[src/design/clne_pkg.sv]
// shared types, codes and the power-up step table of the lcd nibble encoder
// no dependencies
`default_nettype none

package clne_pkg;

  // command codes of the input channel (code 3 means nothing)
  typedef enum logic [1:0] {
    CMD_INIT = 2'd0,
    CMD_PUT  = 2'd1,
    CMD_GOTO = 2'd2
  } cmd_e;

  // configuration register indexes
  typedef enum logic [1:0] {
    CFG_ROW_COUNT    = 2'd0,
    CFG_COLUMN_COUNT = 2'd1,
    CFG_BACKLIGHT_ON = 2'd2
  } cfg_idx_e;

  localparam int unsigned CfgDataWidth = 6;

  // result kinds
  typedef enum logic {
    RES_WRITE = 1'b0,
    RES_WAIT  = 1'b1
  } kind_e;

  // operations handed from front to back
  typedef enum logic [1:0] {
    OP_INIT  = 2'd0,
    OP_CLEAR = 2'd1,
    OP_BYTE  = 2'd2
  } op_e;

  // special characters of the put command
  localparam logic [7:0] ChFormFeed = 8'h0C;
  localparam logic [7:0] ChNewline  = 8'h0A;
  localparam logic [7:0] ChBackspace = 8'h08;

  // command bytes
  localparam logic [7:0] ByteCursorLeft = 8'h10;
  localparam logic       SetDdramBit    = 1'b1;

  // ddram base address of each row
  localparam logic [6:0] RowBase [4] = '{7'h00, 7'h40, 7'h14, 7'h54};

  // power-up table layout: the clear is its tail
  localparam int unsigned StepWidth  = 5;
  localparam logic [StepWidth-1:0] ClearFirst = 5'd21;
  localparam logic [StepWidth-1:0] InitLast   = 5'd23;

  localparam int unsigned QueueDepth = 2;

  typedef struct packed {
    logic [2:0] row_count;
    logic [5:0] column_count;
    logic       backlight_on;
  } cfg_t;

  typedef struct packed {
    op_e        op;
    logic       rs;
    logic [7:0] data;
  } qent_t;

  typedef struct packed {
    kind_e      kind;
    logic [3:0] nibble;
    logic [5:0] pause_ms;
  } tstep_t;

  // power-up sequence followed by clear, one result per step
  function automatic tstep_t init_step(logic [StepWidth-1:0] step);
    tstep_t s;
    s = '{kind: RES_WRITE, nibble: 4'h0, pause_ms: 6'd0};
    case (step)
      5'd0:  s = '{kind: RES_WAIT,  nibble: 4'h0, pause_ms: 6'd50};
      5'd1:  s.nibble = 4'h3;
      5'd2:  s = '{kind: RES_WAIT,  nibble: 4'h0, pause_ms: 6'd5};
      5'd3:  s.nibble = 4'h3;
      5'd4:  s = '{kind: RES_WAIT,  nibble: 4'h0, pause_ms: 6'd5};
      5'd5:  s.nibble = 4'h3;
      5'd6:  s = '{kind: RES_WAIT,  nibble: 4'h0, pause_ms: 6'd5};
      5'd7:  s.nibble = 4'h2;
      5'd8:  s = '{kind: RES_WAIT,  nibble: 4'h0, pause_ms: 6'd5};
      5'd9:  s.nibble = 4'h2;
      5'd10: s.nibble = 4'h8;
      5'd11: s = '{kind: RES_WAIT,  nibble: 4'h0, pause_ms: 6'd5};
      5'd12: s.nibble = 4'h0;
      5'd13: s.nibble = 4'hC;
      5'd14: s = '{kind: RES_WAIT,  nibble: 4'h0, pause_ms: 6'd5};
      5'd15: s.nibble = 4'h0;
      5'd16: s.nibble = 4'h1;
      5'd17: s = '{kind: RES_WAIT,  nibble: 4'h0, pause_ms: 6'd5};
      5'd18: s.nibble = 4'h0;
      5'd19: s.nibble = 4'h6;
      5'd20: s = '{kind: RES_WAIT,  nibble: 4'h0, pause_ms: 6'd5};
      5'd21: s.nibble = 4'h0;
      5'd22: s.nibble = 4'h1;
      5'd23: s = '{kind: RES_WAIT,  nibble: 4'h0, pause_ms: 6'd2};
      default: s = '{kind: RES_WRITE, nibble: 4'h0, pause_ms: 6'd0};
    endcase
    return s;
  endfunction

endpackage

`default_nettype wire

[src/design/clne_cmd_if.sv]
// command channel: valid/ready plus the command fields
// no dependencies
`default_nettype none

interface clne_cmd_if;
  logic       valid;
  logic       ready;
  logic [1:0] command;
  logic [7:0] char_code;
  logic [7:0] target_column;
  logic [7:0] target_row;

  modport source (output valid, command, char_code, target_column, target_row, input ready);
  modport sink (input valid, command, char_code, target_column, target_row, output ready);
endinterface

`default_nettype wire

[src/design/clne_res_if.sv]
// result channel: valid/ready plus one bus action per beat
// no dependencies
`default_nettype none

interface clne_res_if;
  logic       valid;
  logic       ready;
  logic       kind;
  logic       register_select;
  logic       backlight;
  logic [3:0] nibble;
  logic [5:0] pause_ms;
  logic       last;

  modport source (output valid, kind, register_select, backlight, nibble, pause_ms, last,
                  input ready);
  modport sink (input valid, kind, register_select, backlight, nibble, pause_ms, last,
                output ready);
endinterface

`default_nettype wire

[src/design/clne_front.sv]
// front end: accepts commands, clamps positions, tracks the row, builds queue entries
// depends on clne_pkg and clne_cmd_if
`default_nettype none

module clne_front
  import clne_pkg::*;
(
  input  wire         clk_i,
  input  wire         rst_ni,
  input  cfg_t        cfg_i,
  clne_cmd_if.sink    cmd_i,
  input  wire         q_full_i,
  output logic        q_push_o,
  output qent_t       q_ent_o
);

  logic [1:0] row_q, row_d;
  logic [2:0] rows_eff;
  logic [1:0] row_lim;
  logic [5:0] cols_eff;
  logic [5:0] col_clamp;
  logic [1:0] goto_row;
  logic [2:0] next_row;
  logic [1:0] nl_row;
  logic [1:0] sel_row;
  logic [5:0] sel_col;
  logic [6:0] addr;
  logic       accept;

  assign cmd_i.ready = !q_full_i;
  assign accept      = cmd_i.valid && cmd_i.ready;

  // out-of-range counts act as the nearest legal value
  always_comb begin
    if (cfg_i.row_count == 3'd0) rows_eff = 3'd1;
    else if (cfg_i.row_count > 3'd4) rows_eff = 3'd4;
    else rows_eff = cfg_i.row_count;
    if (cfg_i.column_count == 6'd0) cols_eff = 6'd1;
    else if (cfg_i.column_count > 6'd40) cols_eff = 6'd40;
    else cols_eff = cfg_i.column_count;
  end

  assign row_lim   = 2'(rows_eff - 3'd1);
  assign goto_row  = (cmd_i.target_row >= {5'd0, rows_eff}) ? row_lim : cmd_i.target_row[1:0];
  assign next_row  = {1'b0, row_q} + 3'd1;
  assign nl_row    = (next_row >= rows_eff) ? row_lim : next_row[1:0];
  assign col_clamp = (cmd_i.target_column >= {2'd0, cols_eff}) ? 6'(cols_eff - 6'd1)
                                                                 : cmd_i.target_column[5:0];

  always_comb begin
    q_push_o = 1'b0;
    q_ent_o  = '{op: OP_BYTE, rs: 1'b0, data: 8'h00};
    row_d    = row_q;
    sel_row  = goto_row;
    sel_col  = col_clamp;
    case (cmd_i.command)
      CMD_INIT: begin
        q_push_o   = accept;
        q_ent_o.op = OP_INIT;
        row_d      = 2'd0;
      end
      CMD_PUT: begin
        q_push_o = accept;
        if (cmd_i.char_code == ChFormFeed) begin
          q_ent_o.op = OP_CLEAR;
          row_d      = 2'd0;
        end else if (cmd_i.char_code == ChNewline) begin
          sel_row = nl_row;
          sel_col = 6'd0;
          row_d   = nl_row;
          q_ent_o.data = {SetDdramBit, addr};
        end else if (cmd_i.char_code == ChBackspace) begin
          q_ent_o.data = ByteCursorLeft;
        end else begin
          q_ent_o.rs   = 1'b1;
          q_ent_o.data = cmd_i.char_code;
        end
      end
      CMD_GOTO: begin
        q_push_o     = accept;
        row_d        = goto_row;
        q_ent_o.data = {SetDdramBit, addr};
      end
      default: begin
        q_push_o = 1'b0;
      end
    endcase
  end

  // base plus column stays below 128 for legal columns
  assign addr = RowBase[sel_row] + {1'b0, sel_col};

  always_ff @(posedge clk_i or negedge rst_ni) begin
    if (!rst_ni) begin
      row_q <= 2'd0;
    end else if (accept) begin
      row_q <= row_d;
    end
  end

endmodule

`default_nettype wire

[src/design/clne_queue.sv]
// short fifo of operations between front and back
// depends on clne_pkg
`default_nettype none

module clne_queue
  import clne_pkg::*;
(
  input  wire    clk_i,
  input  wire    rst_ni,
  input  wire    push_i,
  input  qent_t  ent_i,
  input  wire    pop_i,
  output qent_t  head_o,
  output logic   full_o,
  output logic   empty_o
);

  localparam int unsigned PtrW = $clog2(QueueDepth);
  localparam int unsigned CntW = $clog2(QueueDepth + 1);

  qent_t            mem_q [QueueDepth];
  logic [PtrW-1:0]  wr_q, rd_q;
  logic [CntW-1:0]  cnt_q;

  assign full_o  = (cnt_q == CntW'(QueueDepth));
  assign empty_o = (cnt_q == '0);
  assign head_o  = mem_q[rd_q];

  always_ff @(posedge clk_i) begin
    if (push_i) begin
      mem_q[wr_q] <= ent_i;
    end
  end

  always_ff @(posedge clk_i or negedge rst_ni) begin
    if (!rst_ni) begin
      wr_q  <= '0;
      rd_q  <= '0;
      cnt_q <= '0;
    end else begin
      if (push_i) begin
        wr_q <= (wr_q == PtrW'(QueueDepth - 1)) ? '0 : wr_q + PtrW'(1);
      end
      if (pop_i) begin
        rd_q <= (rd_q == PtrW'(QueueDepth - 1)) ? '0 : rd_q + PtrW'(1);
      end
      if (push_i && !pop_i) begin
        cnt_q <= cnt_q + CntW'(1);
      end else if (pop_i && !push_i) begin
        cnt_q <= cnt_q - CntW'(1);
      end
    end
  end

endmodule

`default_nettype wire

[src/design/clne_back.sv]
// back end: steps through each operation and drives the registered result channel
// depends on clne_pkg and clne_res_if
`default_nettype none

module clne_back
  import clne_pkg::*;
(
  input  wire          clk_i,
  input  wire          rst_ni,
  input  wire          backlight_i,
  input  qent_t        head_i,
  input  wire          q_empty_i,
  output logic         q_pop_o,
  clne_res_if.source   res_o
);

  logic                 busy_q;
  op_e                  op_q;
  logic                 rs_q;
  logic [7:0]           data_q;
  logic [StepWidth-1:0] step_q;

  logic       out_valid_q;
  kind_e      out_kind_q;
  logic       out_rs_q, out_bl_q, out_last_q;
  logic [3:0] out_nib_q;
  logic [5:0] out_ms_q;

  tstep_t tbl;
  kind_e  cur_kind;
  logic   cur_rs;
  logic [3:0] cur_nib;
  logic [5:0] cur_ms;
  logic   final_step;
  logic   emit;
  logic   load;

  assign tbl = init_step(step_q);

  always_comb begin
    if (op_q == OP_BYTE) begin
      cur_kind   = RES_WRITE;
      cur_rs     = rs_q;
      cur_nib    = step_q[0] ? data_q[3:0] : data_q[7:4];
      cur_ms     = 6'd0;
      final_step = step_q[0];
    end else begin
      cur_kind   = tbl.kind;
      cur_rs     = 1'b0;
      cur_nib    = tbl.nibble;
      cur_ms     = tbl.pause_ms;
      final_step = (step_q == InitLast);
    end
  end

  assign emit    = busy_q && (!out_valid_q || res_o.ready);
  assign load    = (!busy_q || (emit && final_step)) && !q_empty_i;
  assign q_pop_o = load;

  always_ff @(posedge clk_i or negedge rst_ni) begin
    if (!rst_ni) begin
      busy_q      <= 1'b0;
      out_valid_q <= 1'b0;
      op_q        <= OP_BYTE;
      step_q      <= '0;
    end else begin
      if (load) begin
        busy_q <= 1'b1;
        op_q   <= head_i.op;
        step_q <= (head_i.op == OP_CLEAR) ? ClearFirst : '0;
      end else if (emit) begin
        busy_q <= !final_step;
        step_q <= step_q + StepWidth'(1);
      end
      if (emit) begin
        out_valid_q <= 1'b1;
      end else if (res_o.ready) begin
        out_valid_q <= 1'b0;
      end
    end
  end

  always_ff @(posedge clk_i) begin
    if (load) begin
      rs_q   <= head_i.rs;
      data_q <= head_i.data;
    end
    if (emit) begin
      out_kind_q <= cur_kind;
      out_rs_q   <= cur_rs;
      out_bl_q   <= (cur_kind == RES_WRITE) ? backlight_i : 1'b0;
      out_nib_q  <= cur_nib;
      out_ms_q   <= cur_ms;
      out_last_q <= final_step;
    end
  end

  assign res_o.valid           = out_valid_q;
  assign res_o.kind            = out_kind_q;
  assign res_o.register_select = out_rs_q;
  assign res_o.backlight       = out_bl_q;
  assign res_o.nibble          = out_nib_q;
  assign res_o.pause_ms        = out_ms_q;
  assign res_o.last            = out_last_q;

endmodule

`default_nettype wire

[src/design/char_lcd_nibble_command_encoder.sv]
// first beat of a command: via the queue, the back-end state and the output register
// one beat per cycle while the receiver is ready; a put is 2 beats, a goto 2, a clear 3,
//   an init 24, set by the back-end step counter that emits one bus action per cycle
// a two-entry operation queue lets commands be taken while the back end is busy
// reset: async active low; config returns to 4 rows, 20 columns, backlight off; row 0
`default_nettype none

module char_lcd_nibble_command_encoder
  import clne_pkg::*;
(
  input  wire                     clk_i,
  input  wire                     rst_ni,
  // configuration write port
  input  wire                     cfg_we_i,
  input  wire  [1:0]              cfg_index_i,
  input  wire  [CfgDataWidth-1:0] cfg_data_i,
  // command beats in, bus action beats out
  clne_cmd_if.sink                cmd_i,
  clne_res_if.source              res_o
);

  cfg_t  cfg_q;
  qent_t q_ent, q_head;
  logic  q_push, q_pop, q_full, q_empty;

  // configuration registers: the user must write them only while idle; the block does not enforce it
  always_ff @(posedge clk_i or negedge rst_ni) begin
    if (!rst_ni) begin
      cfg_q <= '{row_count: 3'd4, column_count: 6'd20, backlight_on: 1'b0};
    end else if (cfg_we_i) begin
      case (cfg_index_i)
        CFG_ROW_COUNT:    cfg_q.row_count    <= cfg_data_i[2:0];
        CFG_COLUMN_COUNT: cfg_q.column_count <= cfg_data_i[5:0];
        CFG_BACKLIGHT_ON: cfg_q.backlight_on <= cfg_data_i[0];
        default: begin
          // writes beyond the register list are dropped
        end
      endcase
    end
  end

  // front: classify, clamp and track the cursor row
  clne_front u_front (
    .clk_i    (clk_i),
    .rst_ni   (rst_ni),
    .cfg_i    (cfg_q),
    .cmd_i    (cmd_i),
    .q_full_i (q_full),
    .q_push_o (q_push),
    .q_ent_o  (q_ent)
  );

  // queue between the two halves
  clne_queue u_queue (
    .clk_i   (clk_i),
    .rst_ni  (rst_ni),
    .push_i  (q_push),
    .ent_i   (q_ent),
    .pop_i   (q_pop),
    .head_o  (q_head),
    .full_o  (q_full),
    .empty_o (q_empty)
  );

  // back: sequence nibble writes and waits into the output register
  clne_back u_back (
    .clk_i       (clk_i),
    .rst_ni      (rst_ni),
    .backlight_i (cfg_q.backlight_on),
    .head_i      (q_head),
    .q_empty_i   (q_empty),
    .q_pop_o     (q_pop),
    .res_o       (res_o)
  );

endmodule

`default_nettype wire

[src/flat_wrapper.sv]
// flat-port wrapper written by rule: the top's interface ports become plain ports
module char_lcd_nibble_command_encoder_flat import clne_pkg::*;
  (clk_i, rst_ni, cfg_we_i, cfg_index_i, cfg_data_i, cmd_i_valid, cmd_i_command, cmd_i_char_code, cmd_i_target_column, cmd_i_target_row, cmd_i_ready, res_o_valid, res_o_kind, res_o_register_select, res_o_backlight, res_o_nibble, res_o_pause_ms, res_o_last, res_o_ready);
  clne_cmd_if cmd_i_i ();
  clne_res_if res_o_i ();
  input  wire clk_i;
  input  wire rst_ni;
  input  wire cfg_we_i;
  input  wire  [1:0] cfg_index_i;
  input  wire  [CfgDataWidth-1:0] cfg_data_i;
  input wire logic [$bits(cmd_i_i.valid)-1:0] cmd_i_valid;
  input wire logic [$bits(cmd_i_i.command)-1:0] cmd_i_command;
  input wire logic [$bits(cmd_i_i.char_code)-1:0] cmd_i_char_code;
  input wire logic [$bits(cmd_i_i.target_column)-1:0] cmd_i_target_column;
  input wire logic [$bits(cmd_i_i.target_row)-1:0] cmd_i_target_row;
  output wire logic [$bits(cmd_i_i.ready)-1:0] cmd_i_ready;
  output wire logic [$bits(res_o_i.valid)-1:0] res_o_valid;
  output wire logic [$bits(res_o_i.kind)-1:0] res_o_kind;
  output wire logic [$bits(res_o_i.register_select)-1:0] res_o_register_select;
  output wire logic [$bits(res_o_i.backlight)-1:0] res_o_backlight;
  output wire logic [$bits(res_o_i.nibble)-1:0] res_o_nibble;
  output wire logic [$bits(res_o_i.pause_ms)-1:0] res_o_pause_ms;
  output wire logic [$bits(res_o_i.last)-1:0] res_o_last;
  input wire logic [$bits(res_o_i.ready)-1:0] res_o_ready;
  assign cmd_i_i.valid = cmd_i_valid;
  assign cmd_i_i.command = cmd_i_command;
  assign cmd_i_i.char_code = cmd_i_char_code;
  assign cmd_i_i.target_column = cmd_i_target_column;
  assign cmd_i_i.target_row = cmd_i_target_row;
  assign cmd_i_ready = cmd_i_i.ready;
  assign res_o_valid = res_o_i.valid;
  assign res_o_kind = res_o_i.kind;
  assign res_o_register_select = res_o_i.register_select;
  assign res_o_backlight = res_o_i.backlight;
  assign res_o_nibble = res_o_i.nibble;
  assign res_o_pause_ms = res_o_i.pause_ms;
  assign res_o_last = res_o_i.last;
  assign res_o_i.ready = res_o_ready;
  char_lcd_nibble_command_encoder u_core (.clk_i(clk_i), .rst_ni(rst_ni), .cfg_we_i(cfg_we_i), .cfg_index_i(cfg_index_i), .cfg_data_i(cfg_data_i), .cmd_i(cmd_i_i), .res_o(res_o_i));
endmodule
[config.mk]
export PLATFORM = sky130hd
export DESIGN_NAME = char_lcd_nibble_command_encoder_flat
export DESIGN_NICKNAME = d
export VERILOG_FILES = /design/src/design/clne_pkg.sv /design/src/design/clne_cmd_if.sv /design/src/design/clne_res_if.sv /design/src/design/clne_front.sv /design/src/design/clne_queue.sv /design/src/design/clne_back.sv /design/src/design/char_lcd_nibble_command_encoder.sv /design/src/flat_wrapper.sv
export SDC_FILE = /design/constraint.sdc
export NUM_CORES = 1
export LEC_CHECK = 0
export BUFFER_PORTS_ARGS = -buffer_cell sky130_fd_sc_hd__buf_2
export CORE_ASPECT_RATIO = 1.5
export CORE_UTILIZATION = 62
export DETAILED_ROUTE_END_ITERATION = 7
export PLACE_DENSITY_LB_ADDON = 0.15
export SYNTH_ARGS = -nofsm -noshare
export SYNTH_HDL_FRONTEND = slang
export SYNTH_SLANG_ARGS = --single-unit
[constraint.sdc]
create_clock -name clk_i -period 6.32 [get_ports clk_i]
set_input_delay 0.948 -clock clk_i [delete_from_list [all_inputs] [get_ports clk_i]]
set_output_delay 0.948 -clock clk_i [all_outputs]
set_load 0.02 [all_outputs]
==> results of run 1 <==
[stage by stage]
step           cell area [µm²]  instances  utilization  hold WS (ns)  power (mW)
4_1_cts                   4348        485       0.7353        0.4843       1.654
6_report                  4348        485       0.7353        0.4807       1.644
3_5_place_dp              4172        469       0.7055        0.4736       1.336
2_1_floorplan             3877        355            -        0.4479       1.181
3_3_place_gp              4172        469       0.7055        0.4598       1.305
5_1_grt                   4348        485       0.7353        0.5106       1.761
[kinds of logic (layout without fill, tap and decap cells)]
family	count (synthesis)	in the layout	share of synthesized area
fa+ha+maj	26	26	0.08390
buf+inv	33	91	0.03808
flops	67	67	0.4879
compound gates	69	69	0.1204
mux	35	35	0.09713
other cells	1	1	0.0009671
simple gates	115	115	0.1513
xor+xnor	9	9	0.02033
[power by group]
group	internal, mW	total [mW]	switching (mW)
Combinational	0.274	0.610	0.336
Clock	0.144	0.315	0.171
Sequential	0.612	0.718	0.106
[registers in the layout, indices dropped and copies added (netlist names), 2 cells and up]
register                      cells
u_core.u_back.data_q              8
u_core.u_back.res_o.pause_ms      3
u_core.u_front.row_q              2
u_core.u_queue.mem_q             22
u_core.u_back.res_o.nibble        4
u_core.u_back.op_q                2
u_core.cfg_q                     10
u_core.u_queue.cnt_q              2
u_core.u_back.step_q              5
[worst max-delay path: cells and delay by family, from the launching register on]
kind,cells,cell delay [ns]
xor+xnor,1,0.14
flops,1,0.60
compound gates,7,1.67
mux,1,0.23
fa+ha+maj,3,0.69
buf+inv,1,0.08
simple gates,3,0.34
[area by class of cell]
type                       count  area (µm²)  share of cell area
tap                           72       90.09             0.02072
multi-input combinational    255        1838              0.4227
clock buffer                   9       123.9             0.02849
sequential                    67        1892              0.4351
timing repair buffer          54       272.8             0.06273
clock inverter                 7       52.55             0.01209
inverter                      21       78.83             0.01813
[worst max-delay path by stage]
stage | startpoint | end | slack (ns) | cells past startpoint
after global routing | u_core.cfg_q[5] | u_core.u_queue.mem_q[1][4] | 2.05 | 16
after CTS | u_core.cfg_q[5] | u_core.u_queue.mem_q[0][4] | 2.40 | 16
after detailed placement | u_core.cfg_q[5] | u_core.u_queue.mem_q[1][4] | 2.41 | 16
final | u_core.cfg_q[5] | u_core.u_queue.mem_q[1][4] | 2.39 | 16
after global placement | u_core.cfg_q[5] | u_core.u_queue.mem_q[0][5] | 2.65 | 15
after floorplan | u_core.cfg_q[5] | u_core.u_queue.mem_q[0][5] | 2.89 | 16
[routing by layer]
| metal | GRT usage | up-vias |
|---|---|---|
| li1 | - | 1388 |
| met1 | 0.2421 | 1346 |
| met2 | 0.4973 | 71 |
| met3 | 0.05903 | 14 |
| met4 | 0.09984 | 0 |
| met5 | 0 | - |
[layout by cell type, fill, tap and decap left out, drive strengths merged, types with 5 or more instances in the layout]
cell and n:
inv 23, clkbuf 9, xnor2 5, nor2 28, a211oi 11, nand3 8, ha 26, o21ai 14
nor2b 9, edfxtp 42, buf 54, nor3b 5, nand2b 8, dfrtp 21, and3 5, a21oi 18
mux2 21, mux2i 14, a21o 6, nand2 32
==> results.py, run 1 <==
metrics = {
    "floorplan": {
        "io_pins": 55,
        "die_w_um": 66.57,
        "initial_core_util": 0.6557,
        "die_area_um2": 6581,
        "core_area_um2": 5913,
        "die_h_um": 98.86,
        "rows": 34,
    },
    "drt": {
        "wire_per_inst_um": 15.29,
        "initialDrtViolationCount": 110,
        "highest_layer": "met4",
        "wirelength_um": 7417,
        "ant_nets": 0,
        "drc": 0,
        "vias": 2819,
        "vias_per_cell": 5.812,
        "wl_met3_um": 240,
        "drt_first_pass_iters": 4,
        "wl_met1_um": 2631,
        "wl_met2_um": 4385,
    },
    "worst_setup_path": {
        "cp_common_cell": "ha_1",
        "cp.arrival_ns": 4.09,
        "rrSetupSlack_ns": 2.39,
        "worstPathRequired_ns": 6.49,
        "crit_path_start_kind": "register",
        "worstReg2RegStart": "u_core.cfg_q[5]",
        "r2r_end": "u_core.u_queue.mem_q[1][4]",
        "max_stage_delay_ns": 0.60,
        "path_class": "register to register",
        "worstRegToRegCells": 16,
        "cp_max_fo": 8,
        "crit_slowest_cell": "dfstp_2",
        "endpoint_kind": "register",
        "path_cells": "nor2_1 > a21oi_1 > a2bb2oi_1 > inv_1 > ha_1 > and2b_2 > o21ai_0 > a21o_1 > mux2i_1 > nor2_1 > ha_1 > ha_1 > xnor2_1 > a211oi_1 > o21ai_0 > a21boi_0",
    },
    "cells_and_area": {
        "n_antenna_cell": 0,
        "drive_gt1_frac": 0.2542,
        "nFillCells": 431,
        "nNetsFinal": 473,
        "syn_to_final_growth_pct": 12.13,
    },
    "clocking": {
        "cts.sinks": 67,
        "numCtsBuffers": 9,
        "clk_latency_ns": 0.34,
        "path_clk_slew_ns": 0.08,
        "cts_hold_buf": 0,
        "ctsResizeCount": 0,
        "root_buffer": "clkbuf_8",
        "cts_setup_buffers": 0,
        "cts.path.max_buffers": 2,
        "h-tree-depth": 3,
        "cts_tree": "yes",
    },
    "power": {
        "vdd_drop_max_v": 0.0002420,
        "leakagePower_nw": 1.895,
        "power.density_nw_per_um2": 378.0,
    },
    "yosys": {
        "yosysUniqueCellTypes": 53,
        "synth_top_area_frac": 0.3253,
        "synth_cells": 355,
        "seq_area_frac_synth": 0.4879,
        "syn_area_per_cell_um2": 10.92,
        "yosys-top-cells-count": "edfxtp_1, nand2_1, nor2_1, ha_1",
        "ys_ff_latch": 67,
        "synth_ff_type": "edfxtp_1",
        "syn-cell-area_um2": 3877,
        "yosys_warnings": 0,
        "ys_async_sr_fraction": 0.3731,
        "synth-edff-count": 42,
        "synth_top_area_cell": "edfxtp_1",
        "synth.most_common_cell": "edfxtp_1",
        "synth_area_leaders": "edfxtp_1, dfrtp_1, ha_1, mux2_2, mux2i_1",
        "synth.net_count": 420,
    },
    "sta": {
        "fin_crit_sh": 0.6212,
        "fin_tns_setup_ns": 0,
        "final_hold_viol_count": 0,
        "min_period_ns": 3.926,
        "max_slew.worst_pin.slew_ns": 0.9218,
        "fmax_mhz": 254.7,
        "rsz0062_at_grt": "false",
        "clock_skew_ns": 0.008493,
        "slew_headroom": 0.3832,
        "drv_slew": 0,
        "finalSetupViolCount": 0,
        "fin_ws_ns": 2.394,
    },
    "place": {
        "detailed_place_hpwl_um": 5745,
        "place_congestion": 0.9388,
        "place_ws_ns": 2.412,
        "portBuffers": 53,
    },
    "hold_path": {
        "min_path_cells": 2,
        "min_to": "u_core.u_back.op_q[1]",
        "hp-start": "u_core.u_back.op_q[1]",
        "hold_path.class": "register to register",
    },
    "grt": {
        "grt_pass1_vias": 2913,
        "grt_remaining_overflow": 0,
        "grtUsageTotal": 0.2551,
        "antenna_found_initial": 0,
        "grt_first_pass_wirelength_um": 12440,
        "grt_max_degree": 26,
    },
    "flow_run": {
        "drv_cap": 0,
    },
    "run_status": {
        "status": "complete, no violations",
    },
}
Note: power is estimated with default switching activity, not from simulation.
==> run 2, diff against run 1 <==
--- a/config.mk
+++ b/config.mk
@@ -7,7 +7,7 @@
 export LEC_CHECK = 0
 export BUFFER_PORTS_ARGS = -buffer_cell sky130_fd_sc_hd__buf_2
 export CORE_ASPECT_RATIO = 1.5
-export CORE_UTILIZATION = 62
+export CORE_UTILIZATION = 52
 export DETAILED_ROUTE_END_ITERATION = 7
 export PLACE_DENSITY_LB_ADDON = 0.15
 export SYNTH_ARGS = -nofsm -noshare
==> constraint.sdc (replaced) <==
create_clock -name clk_i -period 3.6 [get_ports clk_i]
set_input_delay 0.54 -clock clk_i [delete_from_list [all_inputs] [get_ports clk_i]]
set_output_delay 0.54 -clock clk_i [all_outputs]
set_load 0.02 [all_outputs]
==> run 2 against run 1 <==
  * Via count rose by 1.2%
  * Non-clock buffer count increased by 6
  * Total power up 78%
  * Clock-buffer cell count increased by 4
  * Clock power is 83% higher
  * Sequential cell count is the same
  * Die area up 19%
  * Global-route usage decreased by 4.2 points
  * Clock skew up 0.0018 ns
  * Combinational power is 84% higher
==> results.py, run 2 (same netlist as run 1, synthesis figures left out) <==
metrics = {
    "cells_and_area": {
        "final_cell_mix": "buf_2, edfxtp_1, nand2_1",
        "largest_reg_flops": 22,
        "final_common_cell": "buf_2",
        "syn_to_final_growth_pct": 14.88,
        "regMostFlops": "u_core.u_queue.mem_q",
        "nFillCells": 634,
        "multi_input_area_um2": 1863,
        "final_area_um2": 4454,
        "register_area_um2": 1892,
        "largest_registers": "u_core.u_queue.mem_q (22), u_core.cfg_q (10), u_core.u_back.data_q (8)",
        "nNetsFinal": 479,
        "n_antenna_cell": 0,
        "drive_gt1_frac": 0.2649,
    },
    "worst_setup_path": {
        "worstPathRequired_ns": 3.78,
        "cp_max_fo": 5,
        "r2r_end": "u_core.u_queue.mem_q[1][4]",
        "rrSetupSlack_ns": 0.23,
        "endpoint_kind": "register",
        "cp.arrival_ns": 3.55,
        "cp_num_buf_inv": 1,
        "worstReg2RegStart": "u_core.cfg_q[5]",
        "crit_path_start_kind": "register",
        "crit_slowest_cell": "dfstp_2",
        "path_cells": "nor2_1 > a21oi_1 > a2bb2oi_2 > inv_1 > ha_1 > and2b_2 > o21ai_2 > a21o_1 > mux2i_1 > nor2_1 > ha_1 > ha_1 > xnor2_1 > a211oi_2 > o21ai_1 > a21boi_1",
        "cp-startpoint": "u_core.cfg_q[5]",
        "cp_common_cell": "ha_1",
        "worstRegToRegCells": 16,
        "max_stage_delay_ns": 0.57,
        "path_depth": 16,
        "path_class": "register to register",
        "crit_family": "compound AO/OA/AOI/OAI gates",
        "cp-endpoint": "u_core.u_queue.mem_q[1][4]",
    },
    "drt": {
        "drt_first_pass_iters": 7,
        "wirelength_um": 7321,
        "wire_per_inst_um": 14.11,
        "vias_per_cell": 5.495,
        "initialDrtViolationCount": 74,
        "ant_nets": 0,
        "vias": 2852,
        "drc": 0,
    },
    "clocking": {
        "cts_tree": "yes",
        "root_buffer": "clkbuf_8",
        "cts_hold_buf": 0,
        "cts.path.max_buffers": 2,
        "cts.sinks": 67,
        "h-tree-depth": 3,
        "numCtsBuffers": 9,
        "path_clk_slew_ns": 0.07,
        "clk_latency_ns": 0.34,
    },
    "floorplan": {
        "die_h_um": 107.8,
        "core_area_um2": 7227,
        "io_pins": 55,
        "initial_core_util": 0.5365,
        "die_area_um2": 7813,
        "rows": 38,
        "die_w_um": 72.51,
    },
    "grt": {
        "grtUsageTotal": 0.2126,
        "grt_pass1_vias": 2899,
        "antenna_found_initial": 0,
        "grt_first_pass_wirelength_um": 12410,
        "grt_remaining_overflow": 0,
        "grt_max_degree": 26,
    },
    "sta": {
        "fin_tns_setup_ns": 0,
        "final_hold_viol_count": 0,
        "rsz0062_at_grt": "false",
        "max_slew.worst_pin.slew_ns": 0.8808,
        "fmax_mhz": 297.0,
        "drv_slew": 0,
        "finalSetupViolCount": 0,
        "clock_skew_ns": 0.01026,
        "fin_crit_sh": 0.9353,
        "min_period_ns": 3.367,
        "slew_headroom": 0.4106,
    },
    "place": {
        "dpl-instance-area_um2": 4237,
        "place_congestion": 0.8494,
        "portBuffers": 53,
        "detailed_place_hpwl_um": 5721,
    },
    "power": {
        "power.density_nw_per_um2": 658.6,
        "leakagePower_nw": 1.937,
        "vdd_drop_max_v": 0.0003365,
    },
    "hold_path": {
        "hold_path.class": "input pin to asynchronous set/reset pin",
    },
    "flow_run": {
        "drv_cap": 0,
    },
    "run_status": {
        "status": "complete, no violations",
    },
}
==> run 2: cell count changes in the layout (fill, tap and decap cells not counted), moves of 2 or more <==
cell        delta
clkinvlp_4     -2
a211oi_1       -2
clkbuf_1       +4
clkinv_4       -2
buf_4          +6
o21ai_0        -2
a211oi_2       +2
==> run 2: layout make-up <==
cell class,instances,share of cell area
multi-input cells,255,0.4183
well taps,100,0.02809
clock buffers,13,0.03118
inverters,21,0.01770
clock inverters,3,0.008708
flip-flops and latches,67,0.4247
repair buffers,60,0.07135
==> run 2: worst min path at each step <==
stage / to / from / slack [ns]
after CTS: u_core.u_queue.wr_q / rst_ni / 0.19
after floorplan: u_core.cfg_q[0] / rst_ni / 0.24
final: u_core.cfg_q[4] / rst_ni / 0.18
after global routing: u_core.u_back.step_q[0] / rst_ni / 0.23
after detailed placement: u_core.u_back.res_o.valid / u_core.u_back.busy_q / 0.47
after global placement: u_core.u_back.res_o.valid / u_core.u_back.busy_q / 0.46
==> run 2: where the power goes <==
part | internal [mW] | switching (mW) | leakage [nW]
Clock | 0.318 | 0.260 | 0.0890
Sequential | 1.08 | 0.161 | 0.691
Combinational | 0.509 | 0.610 | 1.16
Total | 1.90 | 1.03 | 1.94
==> run 2: worst register-to-register path, stage by stage, from the launching register on <==
cell	delay, ns
dfstp_2	0.57
nor2_1	0.08
a21oi_1	0.19
a2bb2oi_2	0.19
inv_1	0.06
ha_1	0.27
and2b_2	0.22
o21ai_2	0.14
a21o_1	0.20
mux2i_1	0.20
nor2_1	0.06
ha_1	0.21
ha_1	0.20
xnor2_1	0.15
a211oi_2	0.19
o21ai_1	0.08
a21boi_1	0.19
==> run 2: metal layers <==
metal,GRT usage,vias up,share of wire
li1,-,1403,-
met1,0.1893,1357,0.35
met2,0.4119,73,0.57
met3,0.05056,19,0.040
met4,0.1303,0,0.037
met5,0,-,0
==> run 2: timing repair <==
action,4_1_cts,5_1_grt
endpoints found under the setup margin,4,6
resized for setup,1,7
pin swaps,1,6
buffers inserted,1,1
==> run 2: through the flow <==
stage | power (mW) | setup WS, ns | hold WS, ns | instances | util
after floorplan | 2.073 | 0.1722 | 0.2444 | 355 | -
after global placement | 2.321 | 0.1322 | 0.4609 | 501 | 0.5862
after detailed placement | 2.357 | -0.04911 | 0.4663 | 501 | 0.5862
after CTS | 2.945 | 0.03351 | 0.1944 | 518 | 0.6127
after global routing | 3.154 | 0.006512 | 0.2329 | 519 | 0.6163
final | 2.933 | 0.2330 | 0.1807 | 519 | 0.6163
